**src/rtl/hdrs_pkg.sv**
```systemverilog
`timescale 1ns / 1ps
// ----------------------------------------------------------------------------
// hdrs_pkg
// Shared types and constants of the hybrid DRAM refresh scheduler.
// ----------------------------------------------------------------------------
package hdrs_pkg;

    localparam int NUM_BANKS  = 8;
    localparam int BANK_W     = (NUM_BANKS > 1) ? $clog2(NUM_BANKS) : 1;
    localparam int CNT_W      = $clog2(NUM_BANKS + 1);
    localparam int MASK_IN_W  = 8;
    localparam int TIME_W     = 48;
    localparam int IVL_W      = 32;
    localparam int LIM_W      = 7;
    localparam int DEBT_W     = 8;
    localparam int ICMD_W     = 4;
    localparam int RCMD_W     = 3;
    localparam int TARGET_W   = 3;
    localparam int CFG_IDX_W  = 3;
    localparam int CFG_DATA_W = 48;
    localparam int S_TDATA_W  = 72;
    localparam int M_TDATA_W  = 56;

    localparam logic [TIME_W-1:0] TIME_MAX          = {TIME_W{1'b1}};
    localparam logic [TIME_W-1:0] FIRST_TRIGGER_RST = 48'd488;
    localparam logic [IVL_W-1:0]  BANK_IVL_RST      = 32'd488;
    localparam logic [IVL_W-1:0]  ALL_BANK_IVL_RST  = 32'd3904;
    localparam logic [LIM_W-1:0]  POSTPONE_RST      = 7'd64;
    localparam logic [DEBT_W-1:0] PULLIN_RST        = 8'hC0;   // -64
    localparam logic [LIM_W-1:0]  PANIC_RST         = 7'd32;

    typedef logic [NUM_BANKS-1:0] bank_mask_t;
    localparam bank_mask_t ALL_BANKS = {NUM_BANKS{1'b1}};

    // Commands issued by the controller, as reported back to the scheduler
    localparam logic [ICMD_W-1:0] ICMD_ACT   = 4'd0;
    localparam logic [ICMD_W-1:0] ICMD_PREAB = 4'd1;
    localparam logic [ICMD_W-1:0] ICMD_PREPB = 4'd2;
    localparam logic [ICMD_W-1:0] ICMD_REFPB = 4'd3;
    localparam logic [ICMD_W-1:0] ICMD_REFAB = 4'd4;
    localparam logic [ICMD_W-1:0] ICMD_PDE   = 4'd5;
    localparam logic [ICMD_W-1:0] ICMD_SREFE = 4'd6;
    localparam logic [ICMD_W-1:0] ICMD_PDX   = 4'd7;

    // Configuration register indexes
    localparam logic [CFG_IDX_W-1:0] CFG_BANK_IVL     = 3'd0;
    localparam logic [CFG_IDX_W-1:0] CFG_ALL_BANK_IVL = 3'd1;
    localparam logic [CFG_IDX_W-1:0] CFG_POSTPONE     = 3'd2;
    localparam logic [CFG_IDX_W-1:0] CFG_PULLIN       = 3'd3;
    localparam logic [CFG_IDX_W-1:0] CFG_PANIC        = 3'd4;
    localparam logic [CFG_IDX_W-1:0] CFG_FIRST_TRIG   = 3'd5;

    typedef enum logic [RCMD_W-1:0] {
        RCMD_NOP   = 3'd0,
        RCMD_PREPB = 3'd1,
        RCMD_REFPB = 3'd2,
        RCMD_PREAB = 3'd3,
        RCMD_REFAB = 3'd4
    } refresh_cmd_t;

    typedef struct packed {
        logic [IVL_W-1:0]         bank_ivl;
        logic [IVL_W-1:0]         all_bank_ivl;
        logic [LIM_W-1:0]         postpone_limit;
        logic signed [DEBT_W-1:0] pullin_limit;
        logic [LIM_W-1:0]         panic_threshold;
    } cfg_t;

    typedef struct packed {
        logic                 kind;
        logic [TIME_W-1:0]    now;
        logic [ICMD_W-1:0]    issued_cmd;
        logic [MASK_IN_W-1:0] idle_mask;
        logic [MASK_IN_W-1:0] open_mask;
    } item_t;

    typedef struct packed {
        refresh_cmd_t        refresh_cmd;
        logic [TARGET_W-1:0] target_bank;
        logic                block_bank;
        logic                wake_request;
        logic [TIME_W-1:0]   next_trigger;
    } result_t;

endpackage

```
**src/rtl/hybrid_dram_refresh_scheduler_top.sv**
```systemverilog
`timescale 1ns / 1ps
// ----------------------------------------------------------------------------
// hybrid_dram_refresh_scheduler_top
// Per-rank DRAM refresh scheduler with per-bank postpone/pull-in and an
// all-bank fallback once the refresh debt grows too high.
// ----------------------------------------------------------------------------
// Usage:
//   Slave stream (s_*): one word per evaluate tick (s_tuser = 0) carrying the
//   current time and the per-bank idle/open masks, or per command report
//   (s_tuser = 1) naming the command the controller just issued.
//   Master stream (m_*): exactly one result word per input word, in order:
//   the refresh command to issue, its bank, the block and wake flags, and
//   the trigger time after the step.
//   Config channel (cfg_*): one register per accepted word; always ready.
//   Write it only while no word is in flight.
// Timing:
//   The input register feeds one pass of the scheduler logic into the result
//   register; one word per cycle while m_tready is high, bounded by the bank
//   priority encoder and the 49-bit trigger add/compare.
// Reset:
//   rst_n clears both stages, loads the trigger with the reset first-trigger
//   time and the config and scheduler state registers with their defaults.
// Backpressure:
//   When m_tready is low the result holds; the input register still takes
//   one more word, then s_tready drops until the result drains.
// ----------------------------------------------------------------------------
module hybrid_dram_refresh_scheduler_top
    import hdrs_pkg::*;
(
    input  logic                  clk,
    input  logic                  rst_n,
    // input stream
    input  logic                  s_tvalid,
    output logic                  s_tready,
    input  logic [S_TDATA_W-1:0]  s_tdata,   // now[47:0], issued_cmd[51:48],
                                             // idle_mask[59:52], open_mask[67:60]
    input  logic                  s_tuser,   // kind
    // result stream
    output logic                  m_tvalid,
    input  logic                  m_tready,
    output logic [M_TDATA_W-1:0]  m_tdata,   // refresh_cmd[2:0], target_bank[5:3],
                                             // block_bank[6], wake_request[7],
                                             // next_trigger[55:8]
    // configuration writes
    input  logic                  cfg_valid,
    output logic                  cfg_ready,
    input  logic [CFG_IDX_W-1:0]  cfg_index,
    input  logic [CFG_DATA_W-1:0] cfg_data
);

    cfg_t    cfg;
    item_t   in_item_reg, in_item_next;
    logic    in_valid_reg, in_valid_next;
    result_t out_reg, out_next;
    logic    out_valid_reg, out_valid_next;
    logic    advance;
    logic    s_accept;

    // Config registers never stall.
    assign cfg_ready = 1'b1;

    hdrs_cfg_regs u_cfg_regs (
        .clk      (clk),
        .rst_n    (rst_n),
        .wr_en    (cfg_valid),
        .wr_index (cfg_index),
        .wr_data  (cfg_data),
        .cfg      (cfg)
    );

    // Move a word from the input register into the result register when the
    // result slot is empty or being drained this cycle.
    assign advance  = in_valid_reg && (!out_valid_reg || m_tready);
    assign s_tready = !in_valid_reg || advance;
    assign s_accept = s_tvalid && s_tready;

    always_comb
    begin
        in_item_next            = in_item_reg;
        in_valid_next           = in_valid_reg;
        if (s_accept)
        begin
            in_item_next.kind       = s_tuser;
            in_item_next.now        = s_tdata[47:0];
            in_item_next.issued_cmd = s_tdata[51:48];
            in_item_next.idle_mask  = s_tdata[59:52];
            in_item_next.open_mask  = s_tdata[67:60];
            in_valid_next           = 1'b1;
        end
        else if (advance)
        begin
            in_valid_next = 1'b0;
        end
    end

    hdrs_sched_core u_sched_core (
        .clk     (clk),
        .rst_n   (rst_n),
        .advance (advance),
        .item    (in_item_reg),
        .cfg     (cfg),
        .result  (out_next)
    );

    always_comb
    begin
        out_valid_next = out_valid_reg;
        if (advance)
            out_valid_next = 1'b1;
        else if (m_tready)
            out_valid_next = 1'b0;
    end

    always_ff @(posedge clk or negedge rst_n)
    begin
        if (!rst_n)
        begin
            in_valid_reg  <= 1'b0;
            out_valid_reg <= 1'b0;
        end
        else
        begin
            in_valid_reg  <= in_valid_next;
            out_valid_reg <= out_valid_next;
        end
    end

    // Payload registers: hold unless a new word lands.
    always_ff @(posedge clk)
    begin
        in_item_reg <= in_item_next;
        if (advance)
            out_reg <= out_next;
    end

    assign m_tvalid = out_valid_reg;
    assign m_tdata  = {out_reg.next_trigger, out_reg.wake_request, out_reg.block_bank,
                       out_reg.target_bank, out_reg.refresh_cmd};

endmodule

```
**src/rtl/hdrs_cfg_regs.sv**
```systemverilog
`timescale 1ns / 1ps
// ----------------------------------------------------------------------------
// hdrs_cfg_regs
// Configuration register file; one register written per accepted word.
// ----------------------------------------------------------------------------
module hdrs_cfg_regs
    import hdrs_pkg::*;
(
    input  logic                  clk,
    input  logic                  rst_n,
    input  logic                  wr_en,
    input  logic [CFG_IDX_W-1:0]  wr_index,
    input  logic [CFG_DATA_W-1:0] wr_data,
    output cfg_t                  cfg
);

    cfg_t cfg_reg;
    cfg_t cfg_next;

    always_comb
    begin
        cfg_next = cfg_reg;
        if (wr_en)
        begin
            unique case (wr_index)
                CFG_BANK_IVL:     cfg_next.bank_ivl        = wr_data[IVL_W-1:0];
                CFG_ALL_BANK_IVL: cfg_next.all_bank_ivl    = wr_data[IVL_W-1:0];
                CFG_POSTPONE:     cfg_next.postpone_limit  = wr_data[LIM_W-1:0];
                CFG_PULLIN:       cfg_next.pullin_limit    = $signed(wr_data[DEBT_W-1:0]);
                CFG_PANIC:        cfg_next.panic_threshold = wr_data[LIM_W-1:0];
                // first trigger only matters at reset, where it holds its reset value
                default:          cfg_next = cfg_reg;
            endcase
        end
    end

    always_ff @(posedge clk or negedge rst_n)
    begin
        if (!rst_n)
        begin
            cfg_reg.bank_ivl        <= BANK_IVL_RST;
            cfg_reg.all_bank_ivl    <= ALL_BANK_IVL_RST;
            cfg_reg.postpone_limit  <= POSTPONE_RST;
            cfg_reg.pullin_limit    <= $signed(PULLIN_RST);
            cfg_reg.panic_threshold <= PANIC_RST;
        end
        else
        begin
            cfg_reg <= cfg_next;
        end
    end

    assign cfg = cfg_reg;

endmodule

```
**src/rtl/hdrs_sched_core.sv**
```systemverilog
`timescale 1ns / 1ps
// ----------------------------------------------------------------------------
// hdrs_sched_core
// Scheduler state and the single-pass next-state and result logic.
// ----------------------------------------------------------------------------
module hdrs_sched_core
    import hdrs_pkg::*;
(
    input  logic    clk,
    input  logic    rst_n,
    input  logic    advance,
    input  item_t   item,
    input  cfg_t    cfg,
    output result_t result
);

    logic [TIME_W-1:0]        trigger_reg, trigger_next;
    logic signed [DEBT_W-1:0] debt_reg, debt_next;
    logic                     pulled_reg, pulled_next;
    logic                     panic_reg, panic_next;
    logic                     asleep_reg, asleep_next;
    logic                     keep_reg, keep_next;
    bank_mask_t               remaining_reg, remaining_next;
    logic [BANK_W-1:0]        chosen_reg, chosen_next;
    logic [CNT_W-1:0]         open_cnt_reg, open_cnt_next;

    function automatic logic [BANK_W-1:0] lowest_bank(input bank_mask_t m);
        logic [BANK_W-1:0] idx;
        idx = '0;
        for (int i = NUM_BANKS - 1; i >= 0; i--)
        begin
            if (m[i])
                idx = BANK_W'(i);
        end
        return idx;
    endfunction

    function automatic bank_mask_t to_banks(input logic [MASK_IN_W-1:0] m);
        bank_mask_t b;
        b = '0;
        for (int i = 0; i < NUM_BANKS; i++)
        begin
            if (i < MASK_IN_W)
                b[i] = m[i % MASK_IN_W];
        end
        return b;
    endfunction

    function automatic logic [TIME_W-1:0] sat_time(input logic [TIME_W:0] s);
        return s[TIME_W] ? TIME_MAX : s[TIME_W-1:0];
    endfunction

    logic [TIME_W:0]          sum_one, sum_two, sum_now_bank, sum_now_all;
    logic [TIME_W-1:0]        step_one, step_two;
    logic                     due, catchup, forced, panic_hit;
    bank_mask_t               idle_v, open_v, cand, rem_clr, rem_new;
    logic [BANK_W-1:0]        low_cand, low_rem, low_new, chosen_sel;
    logic signed [DEBT_W:0]   debt_ext;
    logic signed [DEBT_W-1:0] debt_inc, debt_dec, debt_after;
    logic                     pi_one, busy;
    logic [TIME_W-1:0]        t_one, t_plus;

    always_comb
    begin
        sum_one      = {1'b0, trigger_reg} + (TIME_W+1)'(cfg.bank_ivl);
        sum_two      = {1'b0, trigger_reg} + (TIME_W+1)'({cfg.bank_ivl, 1'b0});
        sum_now_bank = {1'b0, item.now} + (TIME_W+1)'(cfg.bank_ivl);
        sum_now_all  = {1'b0, item.now} + (TIME_W+1)'(cfg.all_bank_ivl);
        step_one     = sat_time(sum_one);
        step_two     = sat_time(sum_two);
        due          = item.now >= trigger_reg;
        catchup      = {1'b0, item.now} >= sum_one;

        idle_v   = to_banks(item.idle_mask);
        open_v   = to_banks(item.open_mask);
        cand     = remaining_reg & idle_v;
        low_cand = lowest_bank(cand);
        low_rem  = lowest_bank(remaining_reg);
        rem_clr  = remaining_reg & ~(bank_mask_t'(1) << chosen_reg);
        rem_new  = (rem_clr == '0) ? ALL_BANKS : rem_clr;
        low_new  = lowest_bank(rem_new);

        debt_ext  = {debt_reg[DEBT_W-1], debt_reg};
        forced    = debt_ext >= $signed({2'b00, cfg.postpone_limit});
        panic_hit = debt_ext >= $signed({2'b00, cfg.panic_threshold});
        debt_inc  = (debt_reg == 8'sd127)  ? debt_reg : debt_reg + 8'sd1;
        debt_dec  = (debt_reg == -8'sd128) ? debt_reg : debt_reg - 8'sd1;
        debt_after = pulled_reg ? debt_dec : debt_reg;

        pi_one  = catchup ? 1'b0 : pulled_reg;
        t_one   = catchup ? step_one : trigger_reg;
        t_plus  = catchup ? step_two : step_one;
        busy       = 1'b1;
        chosen_sel = chosen_reg;

        trigger_next   = trigger_reg;
        debt_next      = debt_reg;
        pulled_next    = pulled_reg;
        panic_next     = panic_reg;
        asleep_next    = asleep_reg;
        keep_next      = keep_reg;
        remaining_next = remaining_reg;
        chosen_next    = chosen_reg;
        open_cnt_next  = open_cnt_reg;

        result.refresh_cmd  = RCMD_NOP;
        result.target_bank  = '0;
        result.block_bank   = 1'b0;
        result.wake_request = 1'b0;

        if (item.kind)
        begin
            // report of an issued command
            if (item.issued_cmd == ICMD_ACT)
            begin
                if (open_cnt_reg < CNT_W'(NUM_BANKS))
                    open_cnt_next = open_cnt_reg + CNT_W'(1);
            end
            else if (item.issued_cmd == ICMD_PREAB)
            begin
                open_cnt_next = '0;
            end
            else if (item.issued_cmd == ICMD_PREPB)
            begin
                if (open_cnt_reg != '0)
                    open_cnt_next = open_cnt_reg - CNT_W'(1);
            end

            if (item.issued_cmd == ICMD_REFPB)
            begin
                keep_next      = 1'b0;
                remaining_next = rem_new;
                chosen_next    = low_new;
                debt_next      = debt_after;
                pulled_next    = 1'b1;
                if (debt_after <= cfg.pullin_limit)
                begin
                    pulled_next  = 1'b0;
                    trigger_next = step_one;
                end
            end
            else if (item.issued_cmd == ICMD_REFAB)
            begin
                pulled_next    = 1'b0;
                asleep_next    = 1'b0;
                trigger_next   = asleep_reg ? sat_time(sum_now_bank) : sat_time(sum_now_all);
                remaining_next = ALL_BANKS;
                chosen_next    = '0;
                keep_next      = 1'b0;
                panic_next     = 1'b0;
                if (debt_reg > DEBT_W'(NUM_BANKS))
                    debt_next = debt_reg - DEBT_W'(NUM_BANKS);
                else if (debt_reg > 8'sd0)
                    debt_next = '0;
            end
            else if (item.issued_cmd == ICMD_PDE)
            begin
                asleep_next = 1'b1;
            end
            else if (item.issued_cmd == ICMD_SREFE)
            begin
                asleep_next  = 1'b1;
                trigger_next = TIME_MAX;
            end
            else if (item.issued_cmd == ICMD_PDX)
            begin
                asleep_next = 1'b0;
            end
        end
        else if (due)
        begin
            result.wake_request = 1'b1;
            if (!asleep_reg)
            begin
                trigger_next = t_one;
                pulled_next  = pi_one;
                if (!pi_one)
                begin
                    if (panic_reg || panic_hit)
                    begin
                        panic_next         = 1'b1;
                        result.refresh_cmd = (open_cnt_reg != '0) ? RCMD_PREAB : RCMD_REFAB;
                    end
                    else
                    begin
                        if (!keep_reg)
                        begin
                            chosen_sel = (cand != '0) ? low_cand : low_rem;
                            busy       = (cand == '0);
                        end
                        chosen_next = chosen_sel;
                        if (busy && !forced)
                        begin
                            debt_next    = debt_inc;
                            trigger_next = t_plus;
                        end
                        else
                        begin
                            result.refresh_cmd = open_v[chosen_sel] ? RCMD_PREPB : RCMD_REFPB;
                            result.target_bank = TARGET_W'(chosen_sel);
                            if (forced)
                            begin
                                result.block_bank = 1'b1;
                                keep_next         = 1'b1;
                            end
                        end
                    end
                end
                else if (cand == '0)
                begin
                    pulled_next  = 1'b0;
                    trigger_next = step_one;
                end
                else
                begin
                    chosen_next        = low_cand;
                    result.refresh_cmd = open_v[low_cand] ? RCMD_PREPB : RCMD_REFPB;
                    result.target_bank = TARGET_W'(low_cand);
                end
            end
        end

        result.next_trigger = trigger_next;
    end

    always_ff @(posedge clk or negedge rst_n)
    begin
        if (!rst_n)
        begin
            trigger_reg   <= FIRST_TRIGGER_RST;
            debt_reg      <= '0;
            pulled_reg    <= 1'b0;
            panic_reg     <= 1'b0;
            asleep_reg    <= 1'b0;
            keep_reg      <= 1'b0;
            remaining_reg <= ALL_BANKS;
            chosen_reg    <= '0;
            open_cnt_reg  <= '0;
        end
        else if (advance)
        begin
            trigger_reg   <= trigger_next;
            debt_reg      <= debt_next;
            pulled_reg    <= pulled_next;
            panic_reg     <= panic_next;
            asleep_reg    <= asleep_next;
            keep_reg      <= keep_next;
            remaining_reg <= remaining_next;
            chosen_reg    <= chosen_next;
            open_cnt_reg  <= open_cnt_next;
        end
    end

endmodule
```
**config.mk**
```make
export PLATFORM = sky130hd
export DESIGN_NAME = hybrid_dram_refresh_scheduler_top
export DESIGN_NICKNAME = d
export VERILOG_FILES = /design/src/rtl/hdrs_pkg.sv /design/src/rtl/hybrid_dram_refresh_scheduler_top.sv /design/src/rtl/hdrs_cfg_regs.sv /design/src/rtl/hdrs_sched_core.sv
export SDC_FILE = /design/constraint.sdc
export NUM_CORES = 1
export LEC_CHECK = 0
export BUFFER_PORTS_ARGS = -buffer_cell sky130_fd_sc_hd__buf_2
export CAP_MARGIN = 20
export CORE_ASPECT_RATIO = 2
export CORE_MARGIN = 2
export CORE_UTILIZATION = 45
export DETAILED_ROUTE_END_ITERATION = 16
export SKIP_LAST_GASP = 1
export SYNTH_ARGS = -nofsm -noshare
export SYNTH_HDL_FRONTEND = slang
export SYNTH_SLANG_ARGS = --single-unit
export TNS_END_PERCENT = 5
```
**constraint.sdc**
```tcl
create_clock -name clk -period 12.23 [get_ports clk]
set_input_delay 0.6115 -clock clk [delete_from_list [all_inputs] [get_ports clk]]
set_output_delay 0.6115 -clock clk [all_outputs]
set_load 0.01 [all_outputs]
```
==> metrics <==
sequential power share 0.221; Die Ht 347 um; post-route insts no fill ~4000; Switch Pwr ~4.1 mW; Setup TNS 0 ps; Worst Setup SP u_sched_core.trigger_reg[0]$_DFFE_PN0P_; Leakage approximately 12 nW; post-detail-place hpwl between 90000 and 100000 um; Die X ~180 um; post-layout util 0.503; Most used DFF post-synth dfrtp_1; latest clock arrival within the worst-skew pair approximately 660 ps; Syn Inst Count roughly 3100; CTS clk-pin slew, worst paths roughly 90 ps; register bit total from synthesis 288; Crit Reg-Reg Startpoint u_sched_core.trigger_reg[0]$_DFFE_PN0P_; Worst Path Required ~13000 ps; DR iter-0 viols ~2600; root buffer cell clkbuf_16; area growth from synthesis to layout 10.5%; share of layout cells above drive strength 1 0.148; top-area cell type share of the netlist area 0.142; drt wl/cell roughly 32 um; DP Cell Count 3908; RR Endpoint m_tdata[11]$_DFFE_PP_; Int Pwr about 3.6 mW; register area share after synthesis 0.297; Slew Viols, Final 0; Worst EP arrival 8890 ps; top-level I/O count about 190; via count between 20000 and 30000; syn nets 3480; Switching Share 0.533; Peak VDD IR around 0.14 mV; GP Congestion 1.06; max reg flops between 80 and 90; CTS tree done; run status complete, no violations; CTS H-tree lvls 1; CP max FO 11; Max Fclk roughly 120 MHz; Die ar. approximately 61000 sq um; Yosys cell types 95; drt pass-1 iters 6; largest net degree at the start of global routing 93; crit path kind reg2reg; Total GRT Usage 0.407; max-cap violations 0; WL final between 100000 and 150000 um; Tot Pwr ~7.6 mW; Final Hold Fails 0; initial core utilization 0.455; Post-CTS Setup Inserts 0; global-route wire length before repair roughly 180000 um; final-report setup violation count 0; asr flop ratio synth 0.566; YS warnings 0; post-layout minimum cycle time 8500 ps; PortBufs ~170; Post-DRT Antenna Nets 0; clk sink count around 290; Final WS setup approximately 3700 ps; synthesized area per cell 8.56 sq um; Syn Std Cell Area between 20000 and 30000 sq um; power per cell area approximately 260 nW/um^2; Worst slew margin 0.165; DR DRC count 0; Post-synth EDFFs roughly 130; Worst-Margin Slew 1250 ps; Clk pwr share 0.137; combinational power share 0.641; Core Region slightly below 60000 sq um; Place WS 4190 ps; hold buffers post-CTS 0; Yosys top cell by area edfxtp_1; category of the worst setup path capture point flip-flop; Hold Path Class in2async; top-count cell post-synth a21oi_1; grt ovf 0; R2R Setup Slk 3730 ps; synth top area cells edfxtp_1 (14%), dfrtp_1 (13%), ha_1 (12%); Final Cycle Share 0.695; vias per cell roughly 7; CTS buffer count 30; Max Clock Skew about 33 ps; R2R depth 21; Nets around 3600; Critical Path End m_tdata[11]$_DFFE_PP_; vias in the first global route 26989; post-CTS resize count 0; RSZ-0062 raised after global routing false; critical path startpoint category flip-flop; initial antenna violation count 5; CTS Buffer Depth 3; commonest cells in the netlist a21oi_1 (294), ha_1 (253), nand2_1 (237); # rows ~130
-- worst max-delay path, cell delays in order (launching register included) --
cell and delay [ps]:
dfrtp_1 490, ha_1 280, fa_1 430, a21o_1 230, a31oi_1 370, or3b_1 280, a311o_1 350, a2111o_1 360
nand2_1 330, xnor2_1 980, ha_1 260, nand4_1 100, nor4_1 370, nand2_1 110, o21bai_1 710, a21oi_4 250
nor4_4 650, buf_4 380, nand2_1 520, a21oi_1 300, a211oi_1 90, or3_1 380
-- cells in the final DEF (no fill, tap or decap), types with 14 or more instances in the layout --
cell type	netlist	routed
nor4_1	20	20
inv_1	122	122
and3_1	28	28
nand2_1	237	237
edfxtp_1	125	125
nand4_1	71	71
dfrtp_1	136	136
o21ai_0	224	222
o21a_1	32	32
nand3_1	96	96
nor2b_1	16	16
xnor2_1	102	102
or3_1	17	17
clkbuf_16	0	30
mux2_2	113	113
buf_4	1	57
buf_2	11	166
nor2_1	212	209
o21bai_1	23	23
a211oi_1	42	42
a21o_1	81	81
dfstp_2	27	27
xor2_1	52	52
a2111oi_0	15	14
a31oi_1	45	45
and2_1	21	20
a21oi_1	294	293
ha_1	253	253
o31ai_1	27	26
o221ai_1	46	46
nor3_1	71	70
o22ai_1	30	30
a221oi_1	20	20
nand2b_1	28	28
o211ai_1	49	49
-- how the worst min path moves through the flow --
| stage | from | end | slack (ps) | cells past startpoint |
|---|---|---|---|---|
| after CTS | rst_n | u_cfg_regs.cfg[81]$_DFFE_PN0P_ | 110 | 1 |
| after detailed placement | u_cfg_regs.cfg[8]$_DFFE_PN0P_ | u_cfg_regs.cfg[8]$_DFFE_PN0P_ | 500 | 1 |
| final | rst_n | u_cfg_regs.cfg[81]$_DFFE_PN0P_ | 60 | 1 |
| after floorplan | rst_n | in_valid_reg$_DFFE_PN0P_ | 320 | 0 |
| after global routing | s_tdata[6] | in_item_reg[26]$_DFFE_PP_ | 130 | 1 |
| after global placement | in_valid_reg$_DFFE_PN0P_ | m_tvalid$_DFFE_PN0P_ | 480 | 1 |
-- power by group through the flow --
stage,Sequential (mW),Clock (mW),Combinational [mW]
final,1.68,1.04,4.88
after global routing,1.71,1.09,5.21
after CTS,1.67,1.05,4.71
after detailed placement,1.68,0,4.68
after global placement,1.68,0,4.61
after floorplan,1.49,0,3.14
-- final cells by class --
| class | count | area (sq um) |
|---|---|---|
| antenna | 1 | 2.50 |
| clock buffer | 31 | 754 |
| clock inverter | 25 | 317 |
| fill | 5632 | 28900 |
| inverter | 127 | 479 |
| multi-input combinational | 2509 | 17600 |
| sequential | 288 | 7870 |
| tap | 762 | 953 |
| timing repair buffer | 228 | 1320 |
-- per-layer routing --
layer  GRT usage  wire length (um)  share of wire  up-vias
met5           0                45        0.00036        -
met4       0.379             14600           0.11        6
met3      0.0886              9800          0.077      581
met2       0.703             61800           0.49     1506
met1       0.399             40500           0.32    13043
li1            -                 -              -    12024
-- cells by family (layout without fill, tap and decap cells) --
logic type | count (synthesis) | after routing | synth area share
other | 1 | 2 | 0.000142
AND/OR/NAND/NOR | 875 | 875 | 0.161
adder cells (fa/ha/maj) | 257 | 257 | 0.122
AO/OA/AOI/OAI | 1098 | 1098 | 0.272
XOR/XNOR | 154 | 154 | 0.0509
multiplexers | 124 | 124 | 0.0541
flip-flops | 288 | 288 | 0.297
buffers and inverters | 297 | 411 | 0.0427
-- through the flow --
| stage | hold WS (ps) | instance area, sq um |
|---|---|---|
| finish | 60.6 | 29300 |
| global route | 134 | 29300 |
| CTS | 111 | 29200 |
| detailed placement | 499 | 28100 |
| global placement | 477 | 28100 |
| floorplan | 316 | 26500 |
Note: power is estimated with default switching activity, not from simulation.
